**src/uer_pkg.sv**
```systemverilog
// Shared types, constants and register codes of the ultrasonic echo ranger.
// Used by the channel interfaces and by every module of the block.
package uer_pkg;

    localparam int COUNTER_BITS_DEF = 15;

    localparam int CFG_INDEX_W = 3;
    localparam int CFG_DATA_W  = 15;
    localparam int DIST_W      = 10;

    localparam int TICKS_PER_CM = 58;
    localparam logic [DIST_W-1:0] TIMEOUT_CM = 10'd999;

    localparam logic [CFG_INDEX_W-1:0] REG_TRIGGER_LOW  = 3'd0;
    localparam logic [CFG_INDEX_W-1:0] REG_TRIGGER_HIGH = 3'd1;
    localparam logic [CFG_INDEX_W-1:0] REG_TIMEOUT      = 3'd2;
    localparam logic [CFG_INDEX_W-1:0] REG_NEAR_LIMIT   = 3'd3;
    localparam logic [CFG_INDEX_W-1:0] REG_FAR_LIMIT    = 3'd4;

    localparam logic [7:0]        TRIGGER_LOW_RST  = 8'd3;
    localparam logic [7:0]        TRIGGER_HIGH_RST = 8'd12;
    localparam logic [14:0]       TIMEOUT_RST      = 15'd30000;
    localparam logic [DIST_W-1:0] NEAR_LIMIT_RST   = 10'd2;
    localparam logic [DIST_W-1:0] FAR_LIMIT_RST    = 10'd50;

    typedef enum logic [2:0] {
        PH_IDLE = 3'd0,
        PH_LOW  = 3'd1,
        PH_HIGH = 3'd2,
        PH_WAIT = 3'd3,
        PH_MEAS = 3'd4
    } phase_t;

    typedef struct packed {
        logic [7:0]        trigger_low_ticks;
        logic [7:0]        trigger_high_ticks;
        logic [14:0]       timeout_ticks;
        logic [DIST_W-1:0] near_limit_cm;
        logic [DIST_W-1:0] far_limit_cm;
    } cfg_t;

    typedef struct packed {
        logic              trigger_level;
        logic              busy_res;
        logic              done_res;
        logic              timed_out;
        logic [DIST_W-1:0] distance_cm;
        logic              object_present;
        logic              presence_changed;
    } result_t;

endpackage

```
**src/uer_channels.sv**
```systemverilog
// Valid/ready channel interfaces of the echo ranger: tick requests, results
// and configuration writes. Depends on uer_pkg for field widths.
interface uer_tick_if;
    logic valid;
    logic ready;
    logic start_req;
    logic echo_level;

    modport source (output valid, output start_req, output echo_level, input ready);
    modport sink (input valid, input start_req, input echo_level, output ready);
endinterface

interface uer_result_if;
    logic                       valid;
    logic                       ready;
    logic                       trigger_level;
    logic                       busy_res;
    logic                       done_res;
    logic                       timed_out;
    logic [uer_pkg::DIST_W-1:0] distance_cm;
    logic                       object_present;
    logic                       presence_changed;

    modport source (
        output valid, output trigger_level, output busy_res, output done_res,
        output timed_out, output distance_cm, output object_present,
        output presence_changed, input ready
    );
    modport sink (
        input valid, input trigger_level, input busy_res, input done_res,
        input timed_out, input distance_cm, input object_present,
        input presence_changed, output ready
    );
endinterface

interface uer_cfg_if;
    logic                            valid;
    logic                            ready;
    logic [uer_pkg::CFG_INDEX_W-1:0] index;
    logic [uer_pkg::CFG_DATA_W-1:0]  data;

    modport source (output valid, output index, output data, input ready);
    modport sink (input valid, input index, input data, output ready);
endinterface

```
**src/uer_cfg_regs.sv**
```systemverilog
// Configuration register file of the echo ranger with reset values.
// Depends on uer_pkg and the uer_cfg_if interface.
module uer_cfg_regs (
    input  logic          clk,
    input  logic          rst_n,
    uer_cfg_if.sink       cfg,
    output uer_pkg::cfg_t regs
);

    uer_pkg::cfg_t regs_reg;

    assign cfg.ready = 1'b1;
    assign regs      = regs_reg;

    always_ff @(posedge clk or negedge rst_n)
    begin
        if (!rst_n)
        begin
            regs_reg.trigger_low_ticks  <= uer_pkg::TRIGGER_LOW_RST;
            regs_reg.trigger_high_ticks <= uer_pkg::TRIGGER_HIGH_RST;
            regs_reg.timeout_ticks      <= uer_pkg::TIMEOUT_RST;
            regs_reg.near_limit_cm      <= uer_pkg::NEAR_LIMIT_RST;
            regs_reg.far_limit_cm       <= uer_pkg::FAR_LIMIT_RST;
        end
        else if (cfg.valid)
        begin
            case (cfg.index)
                uer_pkg::REG_TRIGGER_LOW:  regs_reg.trigger_low_ticks  <= cfg.data[7:0];
                uer_pkg::REG_TRIGGER_HIGH: regs_reg.trigger_high_ticks <= cfg.data[7:0];
                uer_pkg::REG_TIMEOUT:      regs_reg.timeout_ticks      <= cfg.data[14:0];
                uer_pkg::REG_NEAR_LIMIT:   regs_reg.near_limit_cm      <= cfg.data[9:0];
                uer_pkg::REG_FAR_LIMIT:    regs_reg.far_limit_cm       <= cfg.data[9:0];
                default:
                begin
                end
            endcase
        end
    end

endmodule

```
**src/uer_ranger_core.sv**
```systemverilog
// Measurement sequencer of the echo ranger: phase state machine, tick counter,
// running divide-by-58 counter and presence tracking. Depends on uer_pkg.
module uer_ranger_core #(
    parameter int COUNTER_BITS = uer_pkg::COUNTER_BITS_DEF
) (
    input  logic             clk,
    input  logic             rst_n,
    input  logic             advance,
    input  logic             start_req,
    input  logic             echo_level,
    input  uer_pkg::cfg_t    regs,
    output uer_pkg::result_t result
);

    localparam int CW = COUNTER_BITS;
    localparam int QW = COUNTER_BITS - 5;
    localparam int DW = (QW > uer_pkg::DIST_W) ? QW : uer_pkg::DIST_W;
    localparam int LW = (CW > 15) ? CW : 15;
    localparam logic [CW-1:0] CNT_ONE     = CW'(1);
    localparam logic [LW-1:0] CNT_MAX_EXT = LW'({CW{1'b1}});
    localparam logic [5:0]    REM_LAST    = 6'(uer_pkg::TICKS_PER_CM - 1);

    uer_pkg::phase_t phase_reg, phase_next;
    logic [CW-1:0]   tick_reg, tick_next;
    logic [QW-1:0]   quo_reg, quo_next;
    logic [5:0]      rem_reg, rem_next;
    logic            reported_reg;
    logic            last_pres_reg;

    logic [LW-1:0] timeout_ext;
    logic [LW-1:0] lim_wide;
    logic [CW-1:0] lim;
    logic [CW-1:0] tick_inc;
    logic [CW-1:0] low_ext;
    logic [CW-1:0] high_ext;
    logic          low_over;
    logic          high_over;
    logic          wait_tmo;
    logic          meas_tmo;
    logic          done;
    logic          tmo;
    logic [DW-1:0] dist_cm;
    logic          pres;
    logic          changed;

    assign timeout_ext = LW'(regs.timeout_ticks);

    always_comb
    begin
        if (timeout_ext == '0)
        begin
            lim_wide = LW'(1);
        end
        else if (timeout_ext > CNT_MAX_EXT)
        begin
            lim_wide = CNT_MAX_EXT;
        end
        else
        begin
            lim_wide = timeout_ext;
        end
    end

    assign lim       = lim_wide[CW-1:0];
    assign tick_inc  = tick_reg + CNT_ONE;
    assign low_ext   = CW'(regs.trigger_low_ticks);
    assign high_ext  = (regs.trigger_high_ticks == 8'd0) ? CNT_ONE
                                                         : CW'(regs.trigger_high_ticks);
    assign low_over  = tick_reg >= low_ext;
    assign high_over = tick_reg >= high_ext;
    assign wait_tmo  = echo_level ? (CNT_ONE >= lim) : (tick_inc >= lim);
    assign meas_tmo  = tick_inc >= lim;

    // Completion and timeout for this tick.
    always_comb
    begin
        done = 1'b0;
        tmo  = 1'b0;
        case (phase_reg)
            uer_pkg::PH_WAIT:
            begin
                done = wait_tmo;
                tmo  = wait_tmo;
            end
            uer_pkg::PH_MEAS:
            begin
                done = !echo_level || meas_tmo;
                tmo  = echo_level && meas_tmo;
            end
            default:
            begin
            end
        endcase
    end

    assign dist_cm = tmo ? DW'(uer_pkg::TIMEOUT_CM) : DW'(quo_reg);
    assign pres    = (dist_cm >= DW'(regs.near_limit_cm))
                     && (dist_cm <= DW'(regs.far_limit_cm));
    assign changed = !reported_reg || (last_pres_reg != pres);

    // Next phase, tick count and running quotient.
    always_comb
    begin
        phase_next = phase_reg;
        tick_next  = tick_reg;
        quo_next   = quo_reg;
        rem_next   = rem_reg;
        case (phase_reg)
            uer_pkg::PH_LOW:
            begin
                if (low_over)
                begin
                    phase_next = uer_pkg::PH_HIGH;
                    tick_next  = CNT_ONE;
                end
                else
                begin
                    tick_next = tick_inc;
                end
            end
            uer_pkg::PH_HIGH:
            begin
                if (high_over)
                begin
                    phase_next = uer_pkg::PH_WAIT;
                    tick_next  = '0;
                end
                else
                begin
                    tick_next = tick_inc;
                end
            end
            uer_pkg::PH_WAIT:
            begin
                if (echo_level)
                begin
                    tick_next = CNT_ONE;
                    quo_next  = '0;
                    rem_next  = 6'd1;
                    if (!wait_tmo)
                    begin
                        phase_next = uer_pkg::PH_MEAS;
                    end
                end
                else
                begin
                    tick_next = tick_inc;
                end
            end
            uer_pkg::PH_MEAS:
            begin
                if (echo_level)
                begin
                    tick_next = tick_inc;
                    if (rem_reg == REM_LAST)
                    begin
                        rem_next = '0;
                        quo_next = quo_reg + QW'(1);
                    end
                    else
                    begin
                        rem_next = rem_reg + 6'd1;
                    end
                end
            end
            default:
            begin
                phase_next = uer_pkg::PH_IDLE;
                if (start_req)
                begin
                    phase_next = (regs.trigger_low_ticks != 8'd0) ? uer_pkg::PH_LOW
                                                                  : uer_pkg::PH_HIGH;
                    tick_next  = CNT_ONE;
                end
            end
        endcase
        if (done)
        begin
            phase_next = uer_pkg::PH_IDLE;
            tick_next  = '0;
        end
    end

    // Result of this tick.
    always_comb
    begin
        result.trigger_level    = (phase_next == uer_pkg::PH_HIGH);
        result.busy_res         = (phase_next != uer_pkg::PH_IDLE);
        result.done_res         = done;
        result.timed_out        = tmo;
        result.distance_cm      = done ? dist_cm[uer_pkg::DIST_W-1:0] : '0;
        result.object_present   = done && pres;
        result.presence_changed = done && changed;
    end

    always_ff @(posedge clk or negedge rst_n)
    begin
        if (!rst_n)
        begin
            phase_reg     <= uer_pkg::PH_IDLE;
            tick_reg      <= '0;
            quo_reg       <= '0;
            rem_reg       <= '0;
            reported_reg  <= 1'b0;
            last_pres_reg <= 1'b0;
        end
        else if (advance)
        begin
            phase_reg <= phase_next;
            tick_reg  <= tick_next;
            quo_reg   <= quo_next;
            rem_reg   <= rem_next;
            if (done)
            begin
                reported_reg  <= 1'b1;
                last_pres_reg <= pres;
            end
        end
    end

endmodule

```
**src/ultrasonic_echo_ranger_unit.sv**
```systemverilog
// Ultrasonic echo ranger top level: one request per microsecond tick, one result per
// request. The block takes one request every clock cycle while its results are taken,
// and returns each result through the input register and then the result register, with the
// phase sequencer and its running divide-by-58 counter between them. A result that waits
// to be taken holds the result register while one more request is buffered.
// Depends on uer_pkg, uer_channels, uer_cfg_regs and uer_ranger_core.
module ultrasonic_echo_ranger_unit #(
    parameter int COUNTER_BITS = uer_pkg::COUNTER_BITS_DEF
) (
    input  logic          clk,
    input  logic          rst_n,
    uer_cfg_if.sink       cfg,
    uer_tick_if.sink      tick,
    uer_result_if.source  result
);

    uer_pkg::cfg_t    regs;
    uer_pkg::result_t core_res;
    uer_pkg::result_t out_reg;

    logic in_valid_reg;
    logic start_reg;
    logic echo_reg;
    logic out_valid_reg;
    logic advance;

    assign advance    = in_valid_reg && (!out_valid_reg || result.ready);
    assign tick.ready = !in_valid_reg || advance;

    uer_cfg_regs u_cfg_regs (
        .clk   (clk),
        .rst_n (rst_n),
        .cfg   (cfg),
        .regs  (regs)
    );

    uer_ranger_core #(
        .COUNTER_BITS (COUNTER_BITS)
    ) u_core (
        .clk        (clk),
        .rst_n      (rst_n),
        .advance    (advance),
        .start_req  (start_reg),
        .echo_level (echo_reg),
        .regs       (regs),
        .result     (core_res)
    );

    always_ff @(posedge clk or negedge rst_n)
    begin
        if (!rst_n)
        begin
            in_valid_reg  <= 1'b0;
            out_valid_reg <= 1'b0;
        end
        else
        begin
            if (tick.ready)
            begin
                in_valid_reg <= tick.valid;
            end
            if (advance)
            begin
                out_valid_reg <= 1'b1;
            end
            else if (result.ready)
            begin
                out_valid_reg <= 1'b0;
            end
        end
    end

    always_ff @(posedge clk)
    begin
        if (tick.valid && tick.ready)
        begin
            start_reg <= tick.start_req;
            echo_reg  <= tick.echo_level;
        end
        if (advance)
        begin
            out_reg <= core_res;
        end
    end

    assign result.valid            = out_valid_reg;
    assign result.trigger_level    = out_reg.trigger_level;
    assign result.busy_res         = out_reg.busy_res;
    assign result.done_res         = out_reg.done_res;
    assign result.timed_out        = out_reg.timed_out;
    assign result.distance_cm      = out_reg.distance_cm;
    assign result.object_present   = out_reg.object_present;
    assign result.presence_changed = out_reg.presence_changed;

    a_done_not_busy: assert property (@(posedge clk) disable iff (!rst_n)
        out_valid_reg && out_reg.done_res |-> !out_reg.busy_res && !out_reg.trigger_level)
        else $error("Completed measurement still reports busy or trigger.");

    a_timeout_distance: assert property (@(posedge clk) disable iff (!rst_n)
        out_valid_reg && out_reg.timed_out |->
            out_reg.done_res && (out_reg.distance_cm == uer_pkg::TIMEOUT_CM))
        else $error("Timeout result without done or with wrong distance.");

    a_idle_fields_clear: assert property (@(posedge clk) disable iff (!rst_n)
        out_valid_reg && !out_reg.done_res |->
            (out_reg.distance_cm == '0) && !out_reg.object_present
            && !out_reg.presence_changed)
        else $error("Measurement fields set on a tick without done.");

    a_advance_loads_result: assert property (@(posedge clk) disable iff (!rst_n)
        advance |=> out_valid_reg)
        else $error("Advanced request did not produce a pending result.");

endmodule
```
**src/flat_wrapper.sv**
```systemverilog
// flat-port wrapper written by rule: the top's interface ports become plain ports
module ultrasonic_echo_ranger_unit_flat 
#(
    parameter int COUNTER_BITS = uer_pkg::COUNTER_BITS_DEF
)
  (clk, rst_n, cfg_valid, cfg_index, cfg_data, cfg_ready, tick_valid, tick_start_req, tick_echo_level, tick_ready, result_valid, result_trigger_level, result_busy_res, result_done_res, result_timed_out, result_distance_cm, result_object_present, result_presence_changed, result_ready);
  uer_cfg_if cfg_i ();
  uer_tick_if tick_i ();
  uer_result_if result_i ();
  input  logic clk;
  input  logic rst_n;
  input wire logic [$bits(cfg_i.valid)-1:0] cfg_valid;
  input wire logic [$bits(cfg_i.index)-1:0] cfg_index;
  input wire logic [$bits(cfg_i.data)-1:0] cfg_data;
  output wire logic [$bits(cfg_i.ready)-1:0] cfg_ready;
  input wire logic [$bits(tick_i.valid)-1:0] tick_valid;
  input wire logic [$bits(tick_i.start_req)-1:0] tick_start_req;
  input wire logic [$bits(tick_i.echo_level)-1:0] tick_echo_level;
  output wire logic [$bits(tick_i.ready)-1:0] tick_ready;
  output wire logic [$bits(result_i.valid)-1:0] result_valid;
  output wire logic [$bits(result_i.trigger_level)-1:0] result_trigger_level;
  output wire logic [$bits(result_i.busy_res)-1:0] result_busy_res;
  output wire logic [$bits(result_i.done_res)-1:0] result_done_res;
  output wire logic [$bits(result_i.timed_out)-1:0] result_timed_out;
  output wire logic [$bits(result_i.distance_cm)-1:0] result_distance_cm;
  output wire logic [$bits(result_i.object_present)-1:0] result_object_present;
  output wire logic [$bits(result_i.presence_changed)-1:0] result_presence_changed;
  input wire logic [$bits(result_i.ready)-1:0] result_ready;
  assign cfg_i.valid = cfg_valid;
  assign cfg_i.index = cfg_index;
  assign cfg_i.data = cfg_data;
  assign cfg_ready = cfg_i.ready;
  assign tick_i.valid = tick_valid;
  assign tick_i.start_req = tick_start_req;
  assign tick_i.echo_level = tick_echo_level;
  assign tick_ready = tick_i.ready;
  assign result_valid = result_i.valid;
  assign result_trigger_level = result_i.trigger_level;
  assign result_busy_res = result_i.busy_res;
  assign result_done_res = result_i.done_res;
  assign result_timed_out = result_i.timed_out;
  assign result_distance_cm = result_i.distance_cm;
  assign result_object_present = result_i.object_present;
  assign result_presence_changed = result_i.presence_changed;
  assign result_i.ready = result_ready;
  ultrasonic_echo_ranger_unit #(.COUNTER_BITS(COUNTER_BITS)) u_core (.clk(clk), .rst_n(rst_n), .cfg(cfg_i), .tick(tick_i), .result(result_i));
endmodule
```
**config.mk**
```make
export PLATFORM = sky130hd
export DESIGN_NAME = ultrasonic_echo_ranger_unit_flat
export DESIGN_NICKNAME = d
export VERILOG_FILES = /design/src/uer_pkg.sv /design/src/uer_channels.sv /design/src/uer_cfg_regs.sv /design/src/uer_ranger_core.sv /design/src/ultrasonic_echo_ranger_unit.sv /design/src/flat_wrapper.sv
export SDC_FILE = /design/constraint.sdc
export NUM_CORES = 1
export LEC_CHECK = 0
export BUFFER_PORTS_ARGS = -buffer_cell sky130_fd_sc_hd__buf_2
export CORE_ASPECT_RATIO = 0.75
export CORE_UTILIZATION = 40
export DETAILED_ROUTE_END_ITERATION = 8
export GPL_TIMING_DRIVEN = 0
export PLACE_DENSITY = 0.54
export SKIP_CTS_REPAIR_TIMING = 1
export SYNTH_ARGS = -nofsm -noshare
export SYNTH_HDL_FRONTEND = slang
export SYNTH_SLANG_ARGS = --single-unit
export TNS_END_PERCENT = 5
```
**constraint.sdc**
```tcl
create_clock -name clk -period 6.45 [get_ports clk]
set_input_delay 0.645 -clock clk [delete_from_list [all_inputs] [get_ports clk]]
set_output_delay 0.645 -clock clk [all_outputs]
set_load 0.1 [all_outputs]
```
==> results of run 1 <==
-- worst max-delay path, stage by stage, from the launching register on --
cell and delay [ps]:
dfrtp_1 480, ha_1 250, and3_1 200, and3_1 210, and3_1 250, nand3_1 120, xnor2_1 170, ha_1 340
nand4_1 210, or3_1 430, o21ai_2 170, nor2_1 100, nor2_2 280, buf_4 240, nor2_1 100, ha_1 310
a21oi_1 160, nor2_1 50, a211oi_1 260, o211ai_1 140, a22oi_1 480, xnor2_1 180, a21boi_0 100
-- cells by family (layout without fill, tap and decap cells) --
kind of cell | Yosys count | in the layout | synth area share
and+or+nand+nor | 212 | 212 | 0.175
AOI/OAI and AO/OA | 152 | 152 | 0.162
DFF | 107 | 107 | 0.451
buffers and inverters | 76 | 135 | 0.0504
adders and majority gates | 55 | 55 | 0.111
muxes | 17 | 17 | 0.0316
xor gates and xnor gates | 13 | 13 | 0.0184
other | 1 | 1 | 0.000607
-- per-stage QoR --
step	hold WS [ps]	worst slack [ps]	total power, mW	instances
3_3_place_gp	449	1110	1.60	875
6_report	268	951	2.19	892
3_5_place_dp	453	1030	1.63	876
5_1_grt	306	632	2.34	892
4_1_cts	288	999	2.21	892
2_1_floorplan	349	2000	1.43	633
-- how the worst max path moves through the flow --
stage,depth (start not counted),end,start,slack [ps]
2_1_floorplan,22,u_core.result.presence_changed,u_core.u_core.tick_reg[0],2000
3_3_place_gp,22,u_core.result.presence_changed,u_core.u_core.tick_reg[0],1110
4_1_cts,22,u_core.result.presence_changed,u_core.u_core.tick_reg[0],1000
5_1_grt,22,u_core.result.presence_changed,u_core.u_core.tick_reg[0],630
3_5_place_dp,22,u_core.result.presence_changed,u_core.u_core.tick_reg[0],1030
6_report,22,u_core.result.presence_changed,u_core.u_core.tick_reg[0],950
-- metal layers --
metal	share of wire	vias up
li1	-	2352
met1	0.53	2368
met2	0.42	109
met3	0.048	11
met4	0.0083	0
met5	0	-
-- cell type report --
| cell class | instances | area [um^2] |
|---|---|---|
| Multi-Input combinational cell | 450 | 3080 |
| Timing Repair Buffer | 43 | 240 |
| Inverter | 58 | 218 |
| Fill cell | 1432 | 7820 |
| Sequential cell | 107 | 2790 |
| Clock buffer | 9 | 225 |
| Clock inverter | 7 | 76.3 |
| Buffer | 18 | 93.8 |
| Tap cell | 200 | 250 |
-- power by group through the flow --
stage	clock network (mW)	logic (mW)	registers (mW)
finish	0.572	0.719	0.897
CTS	0.590	0.722	0.897
global placement	0	0.699	0.905
floorplan	0	0.461	0.965
detailed placement	0	0.717	0.908
global route	0.614	0.810	0.912
-- layout by cell type (no fill, tap or decap), types with 3 or more instances in the layout --
cell,synthesis,layout
and3_1,9,9
a21oi_1,27,27
buf_2,2,43
edfxtp_1,18,18
o31ai_1,7,7
a2111oi_0,8,8
or3_1,7,7
inv_1,57,57
o21ai_0,56,56
nor4_1,6,6
nor2_1,28,28
ha_1,55,55
xnor2_1,12,12
or2_2,6,6
and2_1,4,4
nor3_1,9,9
nand2_1,78,78
dfstp_2,15,15
nand2b_1,21,21
a21o_1,10,10
buf_4,4,5
clkbuf_1,10,10
nor2b_1,5,5
o21a_1,9,9
nand4_1,12,12
clkbuf_16,0,9
a22o_1,8,8
a211oi_1,4,4
nand3_1,14,14
o22ai_1,3,3
mux2_2,16,16
dfrtp_1,74,74
==> summary.txt, run 1 <==
Synthesis
  • Synth top area share: 0.300
  • Synth Area per Inst: a little under 10 um^2
  • Top-count cell post-synth: nand2_1
  • Yosys warning count: 0
  • Library cells used by synthesis: 65
  • Sequential share of the synthesized area: 0.451
  • Ys flop type: dfrtp_1
  • Area contributors post-synth: dfrtp_1 (30%), ha_1 (11%), edfxtp_1 (8.7%)
  • Ys async rst share: 0.832
  • Post-synthesis register bit count: approximately 110
  • Area leader, netlist: dfrtp_1
  • Total nets after synthesis: 713
  • Syn Inst Count: approximately 630
  • Mapped Area: about 6200 um^2
  • Synth cell count leaders: nand2_1 (78), dfrtp_1 (74), inv_1 (57), o21ai_0 (56), ha_1 (55)
  • Post-synth EDFFs: 18

STA
  • FMAX: 182 MHz
  • Final Hold Viols: 0
  • Final setup violation count: 0
  • Setup Skew: slightly above 7 ps
  • Least-Margin Pin Slew: about 1300 ps
  • Setup TNS: 0 ps
  • Final worst path period need: approximately 5500 ps
  • Fin crit share: 0.853
  • Slew Limit Fails: 0
  • RSZ-0062 raised after global routing: no
  • Worst rel slew slack: 0.160

Clocking
  • CTS tree: built
  • CTS Buf Count: 9
  • Clock Tree Root: clkbuf_16
  • Max Root-Sink Buffers: 2
  • Count of clock tree sinks: ~110
  • H-tree Lvls: 3
  • Worst-path clk slew: around 80 ps
  • Latest clock arrival within the worst-skew pair: 350 ps

Die
  • Die Area: between 15,000 and 20,000 um^2
  • Die Width: approximately 150 um
  • Core area: 14,800 um^2
  • Starting Density: 0.418
  • Core Rows: 38
  • DIE HEIGHT: roughly 110 um
  • Ports: 44

Layout
  • Nets: approximately 770
  • Final Util: 0.471
  • Layout Area Growth over Synthesis: 12.8%
  • Post-Layout Inst Area: around 7000 um^2
  • Largest register FFs: between 50 and 60
  • # diodes: 0
  • Layout cells sized above 1: 0.165

Setup path
  • Worst path required time: 6550 ps
  • Worst flop-to-flop path endpoint: u_core.result.presence_changed
  • Reg-to-reg startpoint: u_core.u_core.tick_reg[0]
  • Setup CP Type: flip-flop to flip-flop
  • R2R depth: 22
  • FF-to-FF setup slack: approximately 950 ps
  • Critical Path Fanout Max: 10
  • Critical path startpoint category: flip-flop
  • Worst setup EP type: flip-flop
  • CP arrival: roughly 5600 ps

Run status
  • Status: completed

Power
  • Worst VDD drop: approximately 0.00014 V
  • Reg power frac: 0.410
  • Pint: 1.38 mW
  • Sw Share: 0.370
  • Net Sw Power: 811 uW
  • Logic pwr share: 0.329
  • Pwr dens: about 310 nW/um^2
  • Lkg Pwr: roughly 3.2 nW
  • Clk pwr share: 0.261

Drt
  • Vias per std cell: about 5.4
  • Final WL: 15.5 mm
  • DRC violations left: 0
  • WL per Instance: around 17 um
  • Antenna-violating nets left: 0
  • Via count: between 4,000 and 5,000
  • DR pass1 iterations: 5
  • Starting DRC count in detailed routing: roughly 360

Placement
  • IO buf count: 42
  • DP Wirelength: approximately 12 mm
  • Area after DPL: around 6700 um^2
  • Placer Congestion: ~0.88

Global routing
  • Met2 usage: 0.299
  • Wire length of the first global-routing pass: about 25 mm
  • Vias in the first global route: roughly 4,700
  • Met1 Use GR: 0.307
  • Grt ovf: 0
  • Initial antenna violation count: 0
  • Largest net degree at the start of global routing: 52
  • Overall Global Routing Usage: 0.207
  • GRT busiest layer: met1
  • Met3 Usage GRT: 0.0461

Min path
  • Worst min-delay path category: primary input to asynchronous set/reset pin

Flow run
  • Max Cap Viol: 0
Note: power is estimated with default switching activity, not from simulation.
==> run 2: changes to the inputs <==
--- a/config.mk
+++ b/config.mk
@@ -9,7 +9,6 @@
 export CORE_ASPECT_RATIO = 0.75
 export CORE_UTILIZATION = 40
 export DETAILED_ROUTE_END_ITERATION = 8
-export GPL_TIMING_DRIVEN = 0
 export PLACE_DENSITY = 0.54
 export SKIP_CTS_REPAIR_TIMING = 1
 export SYNTH_ARGS = -nofsm -noshare
==> run 2 against run 1 <==
Against the previous run: via count shrank 3.6%; critical path type unchanged; sequential power grew 2.7%; sequential cell count stayed put; largest cell class unchanged; clock power shrank 5.8%; core utilization is 0.54 points lower; fmax rose by 5.1%.
==> summary.txt, run 2 (synthesis results as in run 1) <==
Run status
  • Status: completed

Min path
  • Worst min-delay path category: primary input to asynchronous set/reset pin

Drt
  • DRC violations left: 0 (unchanged)
  • WL per Instance: 17.4 um (+0.30%)
  • Starting DRC count in detailed routing: 316 (-11%)
  • Vias per std cell: 5.31 (-2.1%)
  • Final WL: 15.3 mm (-1.3%)
  • Via count: 4,665 (-3.6%)
  • DR pass1 iterations: 5 (unchanged)
  • Antenna-violating nets left: 0 (unchanged)

Die
  • Die Width: 146 um (unchanged)
  • Ports: 44 (unchanged)
  • Core Rows: 38 (unchanged)
  • DIE HEIGHT: 110 um (unchanged)
  • Core area: 14,800 um^2 (unchanged)
  • Starting Density: 0.418 (unchanged)
  • Die Area: 16,000 um^2 (unchanged)

Placement
  • DP Wirelength: 11.5 mm (-2.0%)
  • IO buf count: 42 (unchanged)
  • Area after DPL: 6610 um^2 (-0.84%)
  • Placer Congestion: 0.892 (+0.86%)

Layout
  • Nets: 753 (-1.8%)
  • # diodes: 0 (unchanged)
  • Fillcell total: 1,420 (-0.84%)
  • Layout Area Growth over Synthesis: 11.5%
  • Commonest non-fill, non-tap cell in the layout: nand2_1
  • Post-Layout Inst Area: 6890 um^2 (-1.1%)
  • Largest register FFs: 51 (unchanged)
  • Layout cells sized above 1: 0.167 (+0.00193)
  • Most frequent cells in the layout: nand2_1 (78), dfrtp_1 (74), inv_1 (57), o21ai_0 (56), ha_1 (55)

Setup path
  • Worst path required time: 6560 ps (about the same)
  • Crit path launch: u_core.u_core.tick_reg[0]
  • Critical path startpoint category: flip-flop
  • Worst setup EP type: flip-flop
  • CP arrival: 5340 ps (-260 ps)
  • Setup CP Type: flip-flop to flip-flop
  • R2R depth: 21 (-4.5%)
  • Critical Path Fanout Max: 17 (+7)
  • Reg-to-reg startpoint: u_core.u_core.tick_reg[0]

Global routing
  • Largest net degree at the start of global routing: 62 (+19%)
  • Initial antenna violation count: 0 (unchanged)
  • Vias in the first global route: 4,563 (-2.9%)
  • Overall Global Routing Usage: 0.205 (-0.00180)
  • Grt ovf: 0 (unchanged)
  • Wire length of the first global-routing pass: 24.8 mm (-1.7%)

Clocking
  • CTS Buf Count: 9 (unchanged)
  • H-tree Lvls: 3 (unchanged)
  • Latest clock arrival within the worst-skew pair: 360 ps (about the same)
  • Clock Tree Root: clkbuf_16
  • Max Root-Sink Buffers: 2 (unchanged)
  • CTS tree: built
  • Worst-path clk slew: 80 ps (about the same)
  • Count of clock tree sinks: 107 (unchanged)

Power
  • Worst VDD drop: 0.000132 V (-2.5%)
  • Lkg Pwr: 3.17 nW (-1.2%)
  • Pwr dens: 311 nW/um^2 (-0.84%)

STA
  • Final worst path period need: 5230 ps (-266 ps)
  • Final Hold Viols: 0 (unchanged)
  • Fin crit share: 0.811 (-0.0412)
  • Final setup violation count: 0 (unchanged)
  • Worst rel slew slack: 0.240 (+0.0799)
  • RSZ-0062 raised after global routing: no
  • Least-Margin Pin Slew: 1130 ps (-118 ps)
  • Setup Skew: 6.67 ps (-0.559 ps)
  • FMAX: 191 MHz (+5.1%)
  • Setup TNS: 0 ps (unchanged)
  • Slew Limit Fails: 0 (unchanged)

Flow run
  • Max Cap Viol: 0 (unchanged)
[run 2: cell types whose count changed in the layout (fill, tap and decap cells not counted), moves of 2 or more]
| cell | before | now |
|---|---|---|
| nor4bb_1 | 2 | 0 |
| clkinv_4 | 2 | 0 |
| buf_2 | 43 | 41 |
| clkbuf_1 | 10 | 0 |
[run 2: path summary, 6_finish.rpt]
path	end	slack [ps]
setup reg to reg	u_core.result.presence_changed	1220
max in group asynchronous	u_core.u_cfg_regs.regs[29]	5120
hold reg to reg	u_core.u_core.reported_reg	460
min in group clk	u_core.echo_reg	460
hold / removal	u_core.u_cfg_regs.regs[36]	190
setup / recovery	u_core.result.presence_changed	1220
[run 2: worst max-delay path, stage by stage, from the launching register on]
cell and delay [ps]:
dfrtp_1 450, ha_1 240, and3_1 210, and3_1 200, and3_1 230, nand3_1 110
xnor2_1 160, ha_1 330, nand4_1 180, or3_1 420, o21ai_2 160, nor2_1 90
nor2_2 480, nor2_1 170, ha_1 350, a21o_1 170, a2111oi_0 350, o21ai_0 140
o2111ai_1 120, a22oi_1 160, xnor2_1 150, a21boi_0 100
[run 2: through the flow]
stage	std cells	total power, mW	util	hold WS, ps	worst slack [ps]
after floorplan	633	1.43	-	349	2000
after global placement	862	1.60	0.447	446	1370
after detailed placement	862	1.62	0.447	449	1200
after CTS	878	2.16	0.466	202	1190
after global routing	878	2.29	0.466	220	591
final	878	2.15	0.466	193	1220
[run 2: area by class of cell]
type                    instances  area [um^2]  area share
repair buffers                 47          250      0.0363
multi-input cells             450         3110       0.451
flip-flops and latches        107         2790       0.404
inverters                      58          218      0.0316
clock buffers                  10          239      0.0347
clock inverters                 6         38.8     0.00563
well taps                     200          250      0.0363
[run 2: power breakdown]
part | leakage, nW | total (mW) | switching (mW) | internal, mW
Clock | 0.137 | 0.539 | 0.266 | 0.273
Sequential | 1.28 | 0.921 | 0.104 | 0.817
Combinational | 1.75 | 0.686 | 0.440 | 0.246
Total | 3.17 | 2.15 | 0.809 | 1.34
[run 2: routing by layer]
layer / vias up / GRT usage / part of all wire
li1: 2324 / - / -
met1: 2254 / 0.310 / 0.54
met2: 77 / 0.296 / 0.41
met3: 10 / 0.0465 / 0.038
met4: 0 / 0.0421 / 0.0092
met5: - / 0 / 0
